**config.mk**
```make
export PLATFORM = sky130hd
export DESIGN_NAME = stable_priority_queue
export DESIGN_NICKNAME = d
export VERILOG_FILES = /design/src/sv/spq_pkg.sv /design/src/sv/stable_priority_queue.sv /design/src/sv/spq_dp.sv /design/src/sv/spq_ctrl.sv
export SDC_FILE = /design/constraint.sdc
export NUM_CORES = 1
export LEC_CHECK = 0
export BUFFER_PORTS_ARGS = -buffer_cell sky130_fd_sc_hd__clkbuf_2
export CORE_MARGIN = 2
export CORE_UTILIZATION = 69
export CTS_CLUSTER_DIAMETER = 30
export DETAILED_ROUTE_END_ITERATION = 7
export GPL_TIMING_DRIVEN = 1
export PLACE_DENSITY = 0.95
export SYNTH_ARGS = -nofsm -noshare
export SYNTH_HDL_FRONTEND = slang
export SYNTH_SLANG_ARGS = --single-unit
```
**constraint.sdc**
```tcl
create_clock -name clk -period 8.5 [get_ports clk]
set_input_delay 2.55 -clock clk [delete_from_list [all_inputs] [get_ports clk]]
set_output_delay 2.55 -clock clk [all_outputs]
set_load 0.01 [all_outputs]
```
**src/sv/spq_pkg.sv**
```systemverilog
// Shared types, constants and codes for the stable priority queue.
package spq_pkg;

  localparam int CAPACITY = 16;
  localparam int CNT_W    = $clog2(CAPACITY + 1);

  localparam logic MODE_INSERT = 1'b0;
  localparam logic MODE_REMOVE = 1'b1;

  localparam logic [1:0] ST_OK    = 2'd0;
  localparam logic [1:0] ST_EMPTY = 2'd1;
  localparam logic [1:0] ST_FULL  = 2'd2;

  typedef struct packed {
    logic        mode;
    logic [15:0] item_data;
    logic [7:0]  item_priority;
  } in_beat_t;

  typedef struct packed {
    logic [15:0] head_data;
    logic        head_valid;
    logic [4:0]  entry_count;
    logic [1:0]  status;
  } out_beat_t;

  typedef enum logic {
    CS_IDLE,
    CS_HOLD
  } ctl_state_t;

  typedef struct packed {
    logic       push;
    logic       pop;
    logic       load;
    logic [1:0] status;
  } dp_cmd_t;

  typedef struct packed {
    logic full;
    logic empty;
  } dp_stat_t;

endpackage

```
**src/sv/stable_priority_queue.sv**
```systemverilog
// Top level of the stable priority queue: controller and slot datapath.
//
//   Channel  Ports                       Beat contents
//   input    in_valid  in_stall  in_data     mode, item_data, item_priority
//   result   out_valid out_stall out_data    head_data, head_valid, entry_count, status
//
// For each accepted beat every slot compares its priority with the new one in parallel
// and the row shifts by one place, so a beat can be taken every cycle unless the input
// stalls. Its result sits in the output register from the next cycle. The input stalls
// only while a result waits there and the result side stalls; a new beat may enter in
// the cycle the waiting result leaves. Reset empties the queue and clears the result
// valid flag; slots above the count are never read.
module stable_priority_queue (
  input  logic               clk,
  input  logic               rst_n,
  input  logic               in_valid,
  output logic               in_stall,
  input  spq_pkg::in_beat_t  in_data,
  output logic               out_valid,
  input  logic               out_stall,
  output spq_pkg::out_beat_t out_data
);
  import spq_pkg::*;

  dp_cmd_t  cmd;
  dp_stat_t stat;

  // The controller decides whether a beat is taken and which operation the
  // datapath performs; a full insert or an empty remove only reports status.
  spq_ctrl u_ctrl (
    .clk       (clk),
    .rst_n     (rst_n),
    .in_valid  (in_valid),
    .in_mode   (in_data.mode),
    .in_stall  (in_stall),
    .out_valid (out_valid),
    .out_stall (out_stall),
    .stat      (stat),
    .cmd       (cmd)
  );

  // The datapath holds the sorted slots, the count and the result register.
  spq_dp u_dp (
    .clk      (clk),
    .rst_n    (rst_n),
    .in_data  (in_data),
    .cmd      (cmd),
    .stat     (stat),
    .out_data (out_data)
  );

endmodule

```
**src/sv/spq_dp.sv**
```systemverilog
// Datapath: sorted slot row, entry count and result register.
module spq_dp (
  input  logic               clk,
  input  logic               rst_n,
  input  spq_pkg::in_beat_t  in_data,
  input  spq_pkg::dp_cmd_t   cmd,
  output spq_pkg::dp_stat_t  stat,
  output spq_pkg::out_beat_t out_data
);
  import spq_pkg::*;

  logic [15:0]      slot_data_r [CAPACITY];
  logic [7:0]       slot_prio_r [CAPACITY];
  logic [15:0]      slot_data_nxt [CAPACITY];
  logic [7:0]       slot_prio_nxt [CAPACITY];
  logic [CNT_W-1:0] cnt_r;
  logic [CNT_W-1:0] cnt_nxt;
  logic [CAPACITY-1:0] le;
  out_beat_t        out_r;

  // Each held slot whose priority is at or below the new one stays put; the
  // sorted order makes this mask a prefix, so its edge is the insert point.
  always_comb begin
    for (int k = 0; k < CAPACITY; k++) begin
      le[k] = (CNT_W'(k) < cnt_r) && (slot_prio_r[k] <= in_data.item_priority);
    end
  end

  always_comb begin
    for (int k = 0; k < CAPACITY; k++) begin
      slot_data_nxt[k] = slot_data_r[k];
      slot_prio_nxt[k] = slot_prio_r[k];
      if (cmd.push && !le[k]) begin
        if (k == 0 || le[(k == 0) ? 0 : k - 1]) begin
          slot_data_nxt[k] = in_data.item_data;
          slot_prio_nxt[k] = in_data.item_priority;
        end else begin
          slot_data_nxt[k] = slot_data_r[(k == 0) ? 0 : k - 1];
          slot_prio_nxt[k] = slot_prio_r[(k == 0) ? 0 : k - 1];
        end
      end else if (cmd.pop && k < CAPACITY - 1) begin
        slot_data_nxt[k] = slot_data_r[(k < CAPACITY - 1) ? k + 1 : k];
        slot_prio_nxt[k] = slot_prio_r[(k < CAPACITY - 1) ? k + 1 : k];
      end
    end
  end

  always_comb begin
    cnt_nxt = cnt_r;
    if (cmd.push) begin
      cnt_nxt = cnt_r + CNT_W'(1);
    end else if (cmd.pop) begin
      cnt_nxt = cnt_r - CNT_W'(1);
    end
  end

  always_ff @(posedge clk) begin
    for (int k = 0; k < CAPACITY; k++) begin
      slot_data_r[k] <= slot_data_nxt[k];
      slot_prio_r[k] <= slot_prio_nxt[k];
    end
  end

  always_ff @(posedge clk) begin
    if (!rst_n) begin
      cnt_r <= '0;
    end else begin
      cnt_r <= cnt_nxt;
    end
  end

  always_ff @(posedge clk) begin
    if (cmd.load) begin
      out_r.head_valid  <= (cnt_nxt != '0);
      out_r.head_data   <= (cnt_nxt != '0) ? slot_data_nxt[0] : 16'd0;
      out_r.entry_count <= 5'(cnt_nxt);
      out_r.status      <= cmd.status;
    end
  end

  assign stat.full  = (cnt_r == CNT_W'(CAPACITY));
  assign stat.empty = (cnt_r == '0);
  assign out_data   = out_r;

endmodule

```
**src/sv/spq_ctrl.sv**
```systemverilog
// Controller: result register occupancy, input acceptance and command decode.
module spq_ctrl (
  input  logic              clk,
  input  logic              rst_n,
  input  logic              in_valid,
  input  logic              in_mode,
  output logic              in_stall,
  output logic              out_valid,
  input  logic              out_stall,
  input  spq_pkg::dp_stat_t stat,
  output spq_pkg::dp_cmd_t  cmd
);
  import spq_pkg::*;

  ctl_state_t state_r;
  ctl_state_t state_nxt;
  logic       accept;

  always_ff @(posedge clk) begin
    if (!rst_n) begin
      state_r <= CS_IDLE;
    end else begin
      state_r <= state_nxt;
    end
  end

  always_comb begin
    in_stall   = (state_r == CS_HOLD) && out_stall;
    out_valid  = (state_r == CS_HOLD);
    accept     = in_valid && !in_stall;
    cmd        = '0;
    cmd.load   = accept;
    cmd.status = ST_OK;
    if (accept) begin
      if (in_mode == MODE_INSERT) begin
        if (stat.full) begin
          cmd.status = ST_FULL;
        end else begin
          cmd.push = 1'b1;
        end
      end else begin
        if (stat.empty) begin
          cmd.status = ST_EMPTY;
        end else begin
          cmd.pop = 1'b1;
        end
      end
    end
    state_nxt = state_r;
    case (state_r)
      CS_IDLE: begin
        if (accept) begin
          state_nxt = CS_HOLD;
        end
      end
      CS_HOLD: begin
        if (!accept && !out_stall) begin
          state_nxt = CS_IDLE;
        end
      end
      default: state_nxt = CS_IDLE;
    endcase
  end

endmodule
```
======== Yosys cells after proc, flatten, opt, wreduce, memory -nomap -nowiden ========
Memories as Yosys holds them, arrays and structs flattened.
Cells that the tools add are included.
storage, ports and cells
  memory bits (writable) .................. 384
  logic and storage cells ................. 205
  output and inout bits ................... 26
  memories ................................ 2
  input bits .............................. 29
  flip-flop bits (word level) ............. 30
cells by class
  $lt $le $gt $ge ......................... 32
  eq/ne operators ......................... 1
  bitwise operators ....................... 1
  mux-type cells .......................... 105
  add/subtract/negate cells ............... 2
  reductions and logical operators ........ 56
memory list
  memory            words  width  rd ports  clocked after memory_dff  write ports  RTL line      source
  u_dp.slot_data_r  16     16     16        0                         16           spq_dp.sv:12  logic [15:0] slot_data_r [CAPACITY];
  u_dp.slot_prio_r  16     8      16        0                         16           spq_dp.sv:13  logic [7:0] slot_prio_r [CAPACITY];
operator list
  kind                                                                          number
  16-bit 2-to-1 mux                                                             46
  8-bit 2-to-1 mux                                                              46
  8-bit less-or-equal comparator                                                16
  4-bit by 5-bit less-than comparator with 1-bit output (first input constant)  8
  1-bit logical AND                                                             35
  3-bit by 5-bit less-than comparator with 1-bit output (first input constant)  4
  1-bit logical NOT                                                             19
  1-bit by 5-bit less-than comparator with 1-bit output (first input constant)  2
  2-bit by 5-bit less-than comparator with 1-bit output (first input constant)  2
  5-bit 2-to-1 mux                                                              2
  1-bit 2-to-1 mux                                                              7
  2-bit 2-to-1 mux                                                              3
  5-bit by 1-bit adder with 5-bit output (second input constant)                1
  5-bit equality test (second input constant)                                   1
  5-bit logical NOT                                                             1
  5-bit nonzero test                                                            1
  5-bit by 1-bit subtractor with 5-bit output (second input constant)           1
  1-bit one-hot mux with 2 select lines                                         1
  1-bit inverter                                                                1

======== Logic depth before layout (Yosys ltp) ========
Gate-level depths: netlist (run 1).
  depth in word-level cells ............... 7
  mapped depth ............................ 11

======== Modules after synthesis ========
From an unflattened synthesis (run 1), not the netlist that was laid out.
unflattened totals
  cell total of the unflattened synthesis .. 2,132
  area, all modules ....................... 23,691.5 µm²
by module, submodules not included
  module    cells each  instances  area an instance (µm²)
  spq_dp    2,122       1          23,593.9
  spq_ctrl  10          1          97.6

======== Least setup slack after synthesis (run 1) ========
OpenSTA, ideal clock, no wires.
  kind .................................... input to register
  start point ............................. input port in_data[3] (netlist bit)
  end point ............................... memory u_dp.slot_data_r[2][0], enable pin
  arrival ................................. 6.144 ns
  setup time .............................. 0.438 ns
  stages .................................. 9
  slack ................................... 1.917 ns
  cells stage by stage .................... clkbuf_1 -> inv_1 -> ha_1 -> and4_1 -> a211o_1 -> and2_1 -> buf_2 -> buf_2 -> o21ai_0
RTL lines
  element          RTL line                     source
  start, declared  stable_priority_queue.sv:18  input spq_pkg::in_beat_t in_data,
  end, declared    spq_dp.sv:12

==> results.cfg, run 1 <==
[yosys]
yosys_register_bits = 414
synth.net_count = 2306
yosysSeqAreaShare_pct = 51.5
netlist_area_um2 = 23700
synth_edf_count = 392
synthArstFlopShare_pct = 0
ys_warn_count = 0
synth_cell_type_count = 57
syn_inst = 2145
post_synth.cell_area_avg_um2 = 11.0
ys.flop_type = edfxtp_1

[clock_tree]
numClockSinks = 414
htreeDepth = 3
cts_root_buf = clkbuf_16
cts_tree = done
worst_skew_pair.late_latency_ns = 0.63
cts_resized = 0
post_cts_buffers = 0
clk_pin_slew_ns = 0.05
ctsHoldBuffers = 0
cts_buffers = 86
cts_buffer_depth = 3

[power]
p_leak_nw = 10.4
seqPwrFrac_pct = 36.2
pwr_density_cell_nw_per_um2 = 310
p_sw_share_pct = 31.6
max-vdd-ir-drop_mv = 0.219
combPwrFrac_pct = 21.7
p_clk_share_pct = 42.1
p_switching_mw = 2.69
internal-power_mw = 5.84

[routing]
vias = 19166
wire_per_inst_um = 26.1
dr.pass1.iters = 6
drt_wl_total_mm = 70.6
ant_nets = 0
drtIter0Drc = 2559
vias_per_cell = 7.10
drc = 0

[final_layout]
drive_gt1_share_pct = 16.2
area_growth_pct = 16.1
diodes = 0
layout_common_cells = 392 x edfxtp_1, 314 x mux2i_1, 261 x nand2_1, 217 x o21ai_0, 200 x a21oi_1
nets = 2340
final_common_cell = edfxtp_1
final_core_util_pct = 81.6

[die]
row_count = 67
die_x_um = 189
die_area_um2 = 35800
io-pin-count = 55
die_h_um = 189
core_area_um2 = 33700
start_util_pct = 70.3

[setup_path]
cp_max_fo = 49
regToRegSetupSlack_ns = 4.18
worst_ep_arrival_time_ns = 6.41
rr_worst_depth = 8
worstSetupEndpointType = flip-flop
path_class = input pin to flip-flop
r2r-start = u_dp.cnt_r[1]$_SDFF_PN0_
start_kind = input pin
cp.required_ns = 8.72
worstSetupStartpoint = in_data[3]
worst_r2r_endpoint = u_dp.out_data[14]$_SDFFCE_PN0P_
cp-endpoint = u_dp.slot_prio_r[1][22]$_DFFE_PP_

[sta]
setup_viol = 0
hold_viol = 0
slew-limit-headroom_pct = 14.5
final.min_clock_period_ns = 6.18
rsz0062_at_grt = false
final-max-slew-violation-count = 0
worst_pin_slew_ns = 1.28
fmax_mhz = 162
fin_setup_tns_ns = 0
fin_crit_sh_pct = 72.7
finalWorstSetupSlack_ns = 2.32
skew_ns = 0.0238

[run_status]
status = finished clean

[grt]
grtUsageTotal_pct = 39.6
grt_pass1_vias = 19494
grt_max_degree = 50
gr-total-overflow = 0
antenna_found_initial = 1
grt_pass1_wl_mm = 109

[worst_hold_path]
hold_path.class = flip-flop to flip-flop

[place]
post-place-ws_ns = 1.97
hpwlAfterDp_mm = 41.4
place_congestion = 0.941
numPortBuffers = 54

[job]
maxCapViolations = 0
-- power by group through the flow --
| stage | sequential, mW | combinational [mW] | clock (mW) |
|---|---|---|---|
| finish | 3.09 | 1.85 | 3.59 |
| global route | 3.10 | 1.99 | 3.68 |
| CTS | 3.06 | 1.81 | 3.59 |
| detailed placement | 3.08 | 1.73 | 0 |
| global placement | 3.06 | 1.63 | 0 |
| floorplan | 2.97 | 1.28 | 0 |
-- how the worst min path moves through the flow --
stage                                             from                                  to  slack (ns)  cells past startpoint
floorplan            u_dp.slot_data_r[14][0]$_DFFE_PP_   u_dp.slot_data_r[13][0]$_DFFE_PP_        0.52                      2
global placement    u_dp.slot_data_r[15][15]$_DFFE_PP_  u_dp.slot_data_r[14][15]$_DFFE_PP_        0.53                      1
detailed placement   u_dp.slot_data_r[15][7]$_DFFE_PP_   u_dp.slot_data_r[14][7]$_DFFE_PP_        0.54                      1
CTS                  u_dp.slot_data_r[15][7]$_DFFE_PP_   u_dp.slot_data_r[14][7]$_DFFE_PP_        0.55                      1
global route         u_dp.slot_data_r[15][7]$_DFFE_PP_   u_dp.slot_data_r[14][7]$_DFFE_PP_        0.56                      1
finish               u_dp.slot_data_r[15][4]$_DFFE_PP_   u_dp.slot_data_r[14][4]$_DFFE_PP_        0.55                      1
-- stage by stage --
stage / hold WS, ns / cells / total power, mW / cell area [um^2]
6_report: 0.548 / 2700 / 8.53 / 27500
3_3_place_gp: 0.527 / 2539 / 4.69 / 24400
2_1_floorplan: 0.516 / 2145 / 4.24 / 23700
5_1_grt: 0.562 / 2700 / 8.77 / 27500
4_1_cts: 0.548 / 2700 / 8.46 / 27500
3_5_place_dp: 0.537 / 2539 / 4.81 / 24400
-- registers in the layout (all words and copies together), names as in the netlist --
signal	flops
u_dp.slot_prio_r	128
u_ctrl.out_valid	1
u_dp.slot_data_r	256
u_dp.out_data	24
u_dp.cnt_r	5
-- Yosys cell counts, types with 2 or more instances --
cell      number  area (um^2)
a22oi_1        3         22.5
edfxtp_1     392        11800
clkbuf_1      87          327
a211o_1        2         17.5
o22ai_1        2         12.5
nor2_1       146          548
nor3_1        10         50.1
o21a_1         5         37.5
and4_1         4         35.0
or3_1          2         12.5
a21bo_2        2         20.0
nor2b_1       21          131
mux2i_1      314         3140
inv_1         30          113
o21ai_0      222         1110
nand3_1       11         55.1
and3_1        16          100
o31ai_1        8         60.1
a211oi_1       8         60.1
nand2_1      261          980
or3b_2         2         17.5
nand2b_1       7         43.8
a21oi_1      202         1010
or2_2          3         18.8
ha_1         132         1650
buf_2         52          260
mux2_2        71          800
o211ai_1      16          120
buf_1          4         15.0
and2_1         7         43.8
buf_6          2         22.5
nor3_2        18          180
a21o_1         9         67.6
dfxtp_1       22          440
nand4_1       25          156
a31oi_1        4         25.0
o31a_1         3         26.3
-- final cells by class --
cell class	instances	area (um^2)
inverters	31	116
multi-input cells	1553	11000
flip-flops and latches	414	12200
fillers	1746	6190
repair buffers	93	563
clock buffers	88	2160
well taps	448	561
clock inverters	73	911
-- critical path, stage by stage --
cell and delay (ns):
clkbuf_2 0.47, inv_1 0.59, ha_1 0.51, nand4_1 0.16
or3b_2 0.46, a21oi_1 0.37, o31ai_4 0.10, buf_4 0.30
nand2_1 0.86
-- cell families after synthesis --
family          Yosys count  share of synthesized area [%]
mux                     385                           16.6
flops                   414                           51.5
xor+xnor                  2                         0.0739
simple gates            544                           10.5
buf+inv                 178                           3.22
compound gates          490                           11.1
fa+ha+maj               132                           6.97
-- per-layer routing --
layer  global-route usage [%]  share of wire (%)  vias up
li1                         -                  -     8056
met1                     51.3                 36     9117
met2                     61.6                 46     1688
met3                     9.77                 13      303
met4                     21.6                4.8        2
met5                        0              0.016        -
Note: power is estimated with default switching activity, not from simulation.
==> run 2, diff against run 1 <==
- CORE_UTILIZATION: 69 -> 57
- PLACE_DENSITY: 0.95 -> 0.85
- clock period: 8.5 -> 5.3 ns (I/O delays scaled with it)
==> run 2 against run 1 <==
Effect of this change: combinational power rose by 58%; design area rose by 1.8%; total power up 59%; sequential share of layout area fell by 0.80 points; worst setup slack worse by 1.1 ns; die area grew 21%; critical path depth unchanged; global-route usage shrank 10 points; utilization decreased by 13 points; clock power rose by 59%; via count fell by 4.6%.
==> results.cfg, run 2 (same netlist as run 1, synthesis figures left out) <==
[clock_tree]
numClockSinks = 414
cts_root_buf = clkbuf_16
worst_skew_pair.late_latency_ns = 0.64
ctsHoldBuffers = 0
cts_resized = 0
clk_pin_slew_ns = 0.05
cts_tree = done
cts_buffer_depth = 3
cts_buffers = 87
htreeDepth = 3
post_cts_buffers = 0

[die]
start_util_pct = 57.9
io-pin-count = 55
die_area_um2 = 43200
row_count = 74
die_h_um = 208
die_x_um = 208
core_area_um2 = 40900

[place]
post-place-ws_ns = 0.630
numPortBuffers = 54
hpwlAfterDp_mm = 41.2
place_area_um2 = 24900
dp_cells = 2659
place_congestion = 0.888

[routing]
wire_per_inst_um = 22.5
vias_per_cell = 6.48
drtIter0Drc = 2073
vias = 18283
drt_wl_total_mm = 63.6
ant_nets = 0
drc = 0
dr.pass1.iters = 6

[final_layout]
diodes = 0
area_growth_pct = 18.2
final_cells = 2822
drive_gt1_share_pct = 17.5
layout_common_cells = 392 x edfxtp_1, 314 x mux2i_1, 261 x nand2_1, 217 x o21ai_0, 200 x a21oi_1
fin_area_um2 = 28000
regMostFlops = u_dp.slot_data_r
nets = 2377
final_core_util_pct = 68.5
largest_reg_flops = 256
final_common_cell = edfxtp_1

[sta]
whs_ns = 0.531
hold_viol = 0
final.min_clock_period_ns = 4.10
fin_crit_sh_pct = 77.3
setup_viol = 0
finalWorstSetupSlack_ns = 1.20
worst_pin_slew_ns = 1.22
skew_ns = 0.0345
fin_setup_tns_ns = 0
slew-limit-headroom_pct = 18.5
final-max-slew-violation-count = 0
fmax_mhz = 244
rsz0062_at_grt = false

[setup_path]
crit_chain = clkbuf_2 -> ha_1 -> nand4_1 -> nor2_1 -> a21oi_1 -> nor3_4 -> buf_4 -> mux2i_1 -> o21ai_0
cp.required_ns = 5.64
critical_path.top_delay_family = simple AND/OR/NAND/NOR gates
path_class = input pin to flip-flop
crit_path_top_delay_cell = nor3_4
start_kind = input pin
worstSetupEndpointType = flip-flop
cp_max_fo = 20
critPathMaxStageDelay_ns = 1.01
worst_ep_arrival_time_ns = 4.43
path_buf_inv = 2

[grt]
grt_max_degree = 49
grt_pass1_wl_mm = 101
gr-total-overflow = 0
grtUsageTotal_pct = 29.2
grt_pass1_vias = 18751
antenna_found_initial = 0

[power]
p_leak_nw = 10.6
pwr_density_cell_nw_per_um2 = 484
p_total_mw = 13.5
max-vdd-ir-drop_mv = 0.287

[worst_hold_path]
hold_path.class = flip-flop to flip-flop

[run_status]
status = finished clean

[job]
maxCapViolations = 0
==> run 2: cell types whose count changed in the layout (fill, tap and decap cells not counted), moves of 3 or more <==
| cell | change |
|---|---|
| clkinv_2 | +10 |
| clkinv_16 | +4 |
| buf_4 | +27 |
| inv_8 | -4 |
| buf_12 | +9 |
| clkinv_1 | -3 |
| clkinv_4 | -4 |
| inv_6 | -5 |
| clkbuf_1 | +6 |
| clkinv_8 | -3 |
==> run 2: layer usage <==
metal  part of all wire, %  vias up  track usage, %
met5                     0        -               0
met4                   3.4        0            13.1
met3                   8.7      191            5.46
met2                    48     1020            47.3
met1                    40     8941            38.3
li1                      -     8131               -
==> run 2: layout make-up <==
| type | instances | area, um^2 |
|---|---|---|
| Tap cell | 532 | 666 |
| Clock buffer | 96 | 2220 |
| Clock inverter | 67 | 877 |
| Timing Repair Buffer | 129 | 946 |
| Inverter | 31 | 116 |
| Fill cell | 2739 | 12900 |
| Sequential cell | 414 | 12200 |
| Multi-Input combinational cell | 1553 | 11000 |
==> run 2: where the power goes <==
group	leakage (nW)	internal (mW)	switching [mW]	total, mW
clock network	1.49	3.82	1.90	5.72
registers	3.89	4.47	0.424	4.89
logic	5.20	1.16	1.78	2.93
total	10.6	9.44	4.10	13.5
==> run 2: path summary, 6_finish.rpt <==
kind / depth (start not counted) / slack [ns] / start / endpoint
worst max-delay path: 9 / 1.20 / in_data[0] / u_dp.slot_data_r[12][6]$_DFFE_PP_
worst min register to register: 1 / 0.53 / u_dp.slot_data_r[15][11]$_DFFE_PP_ / u_dp.slot_data_r[14][11]$_DFFE_PP_
worst min-delay path: 1 / 0.53 / u_dp.slot_data_r[15][11]$_DFFE_PP_ / u_dp.slot_data_r[14][11]$_DFFE_PP_
worst max register to register: 8 / 1.82 / u_dp.cnt_r[1]$_SDFF_PN0_ / u_dp.slot_data_r[15][6]$_DFFE_PP_
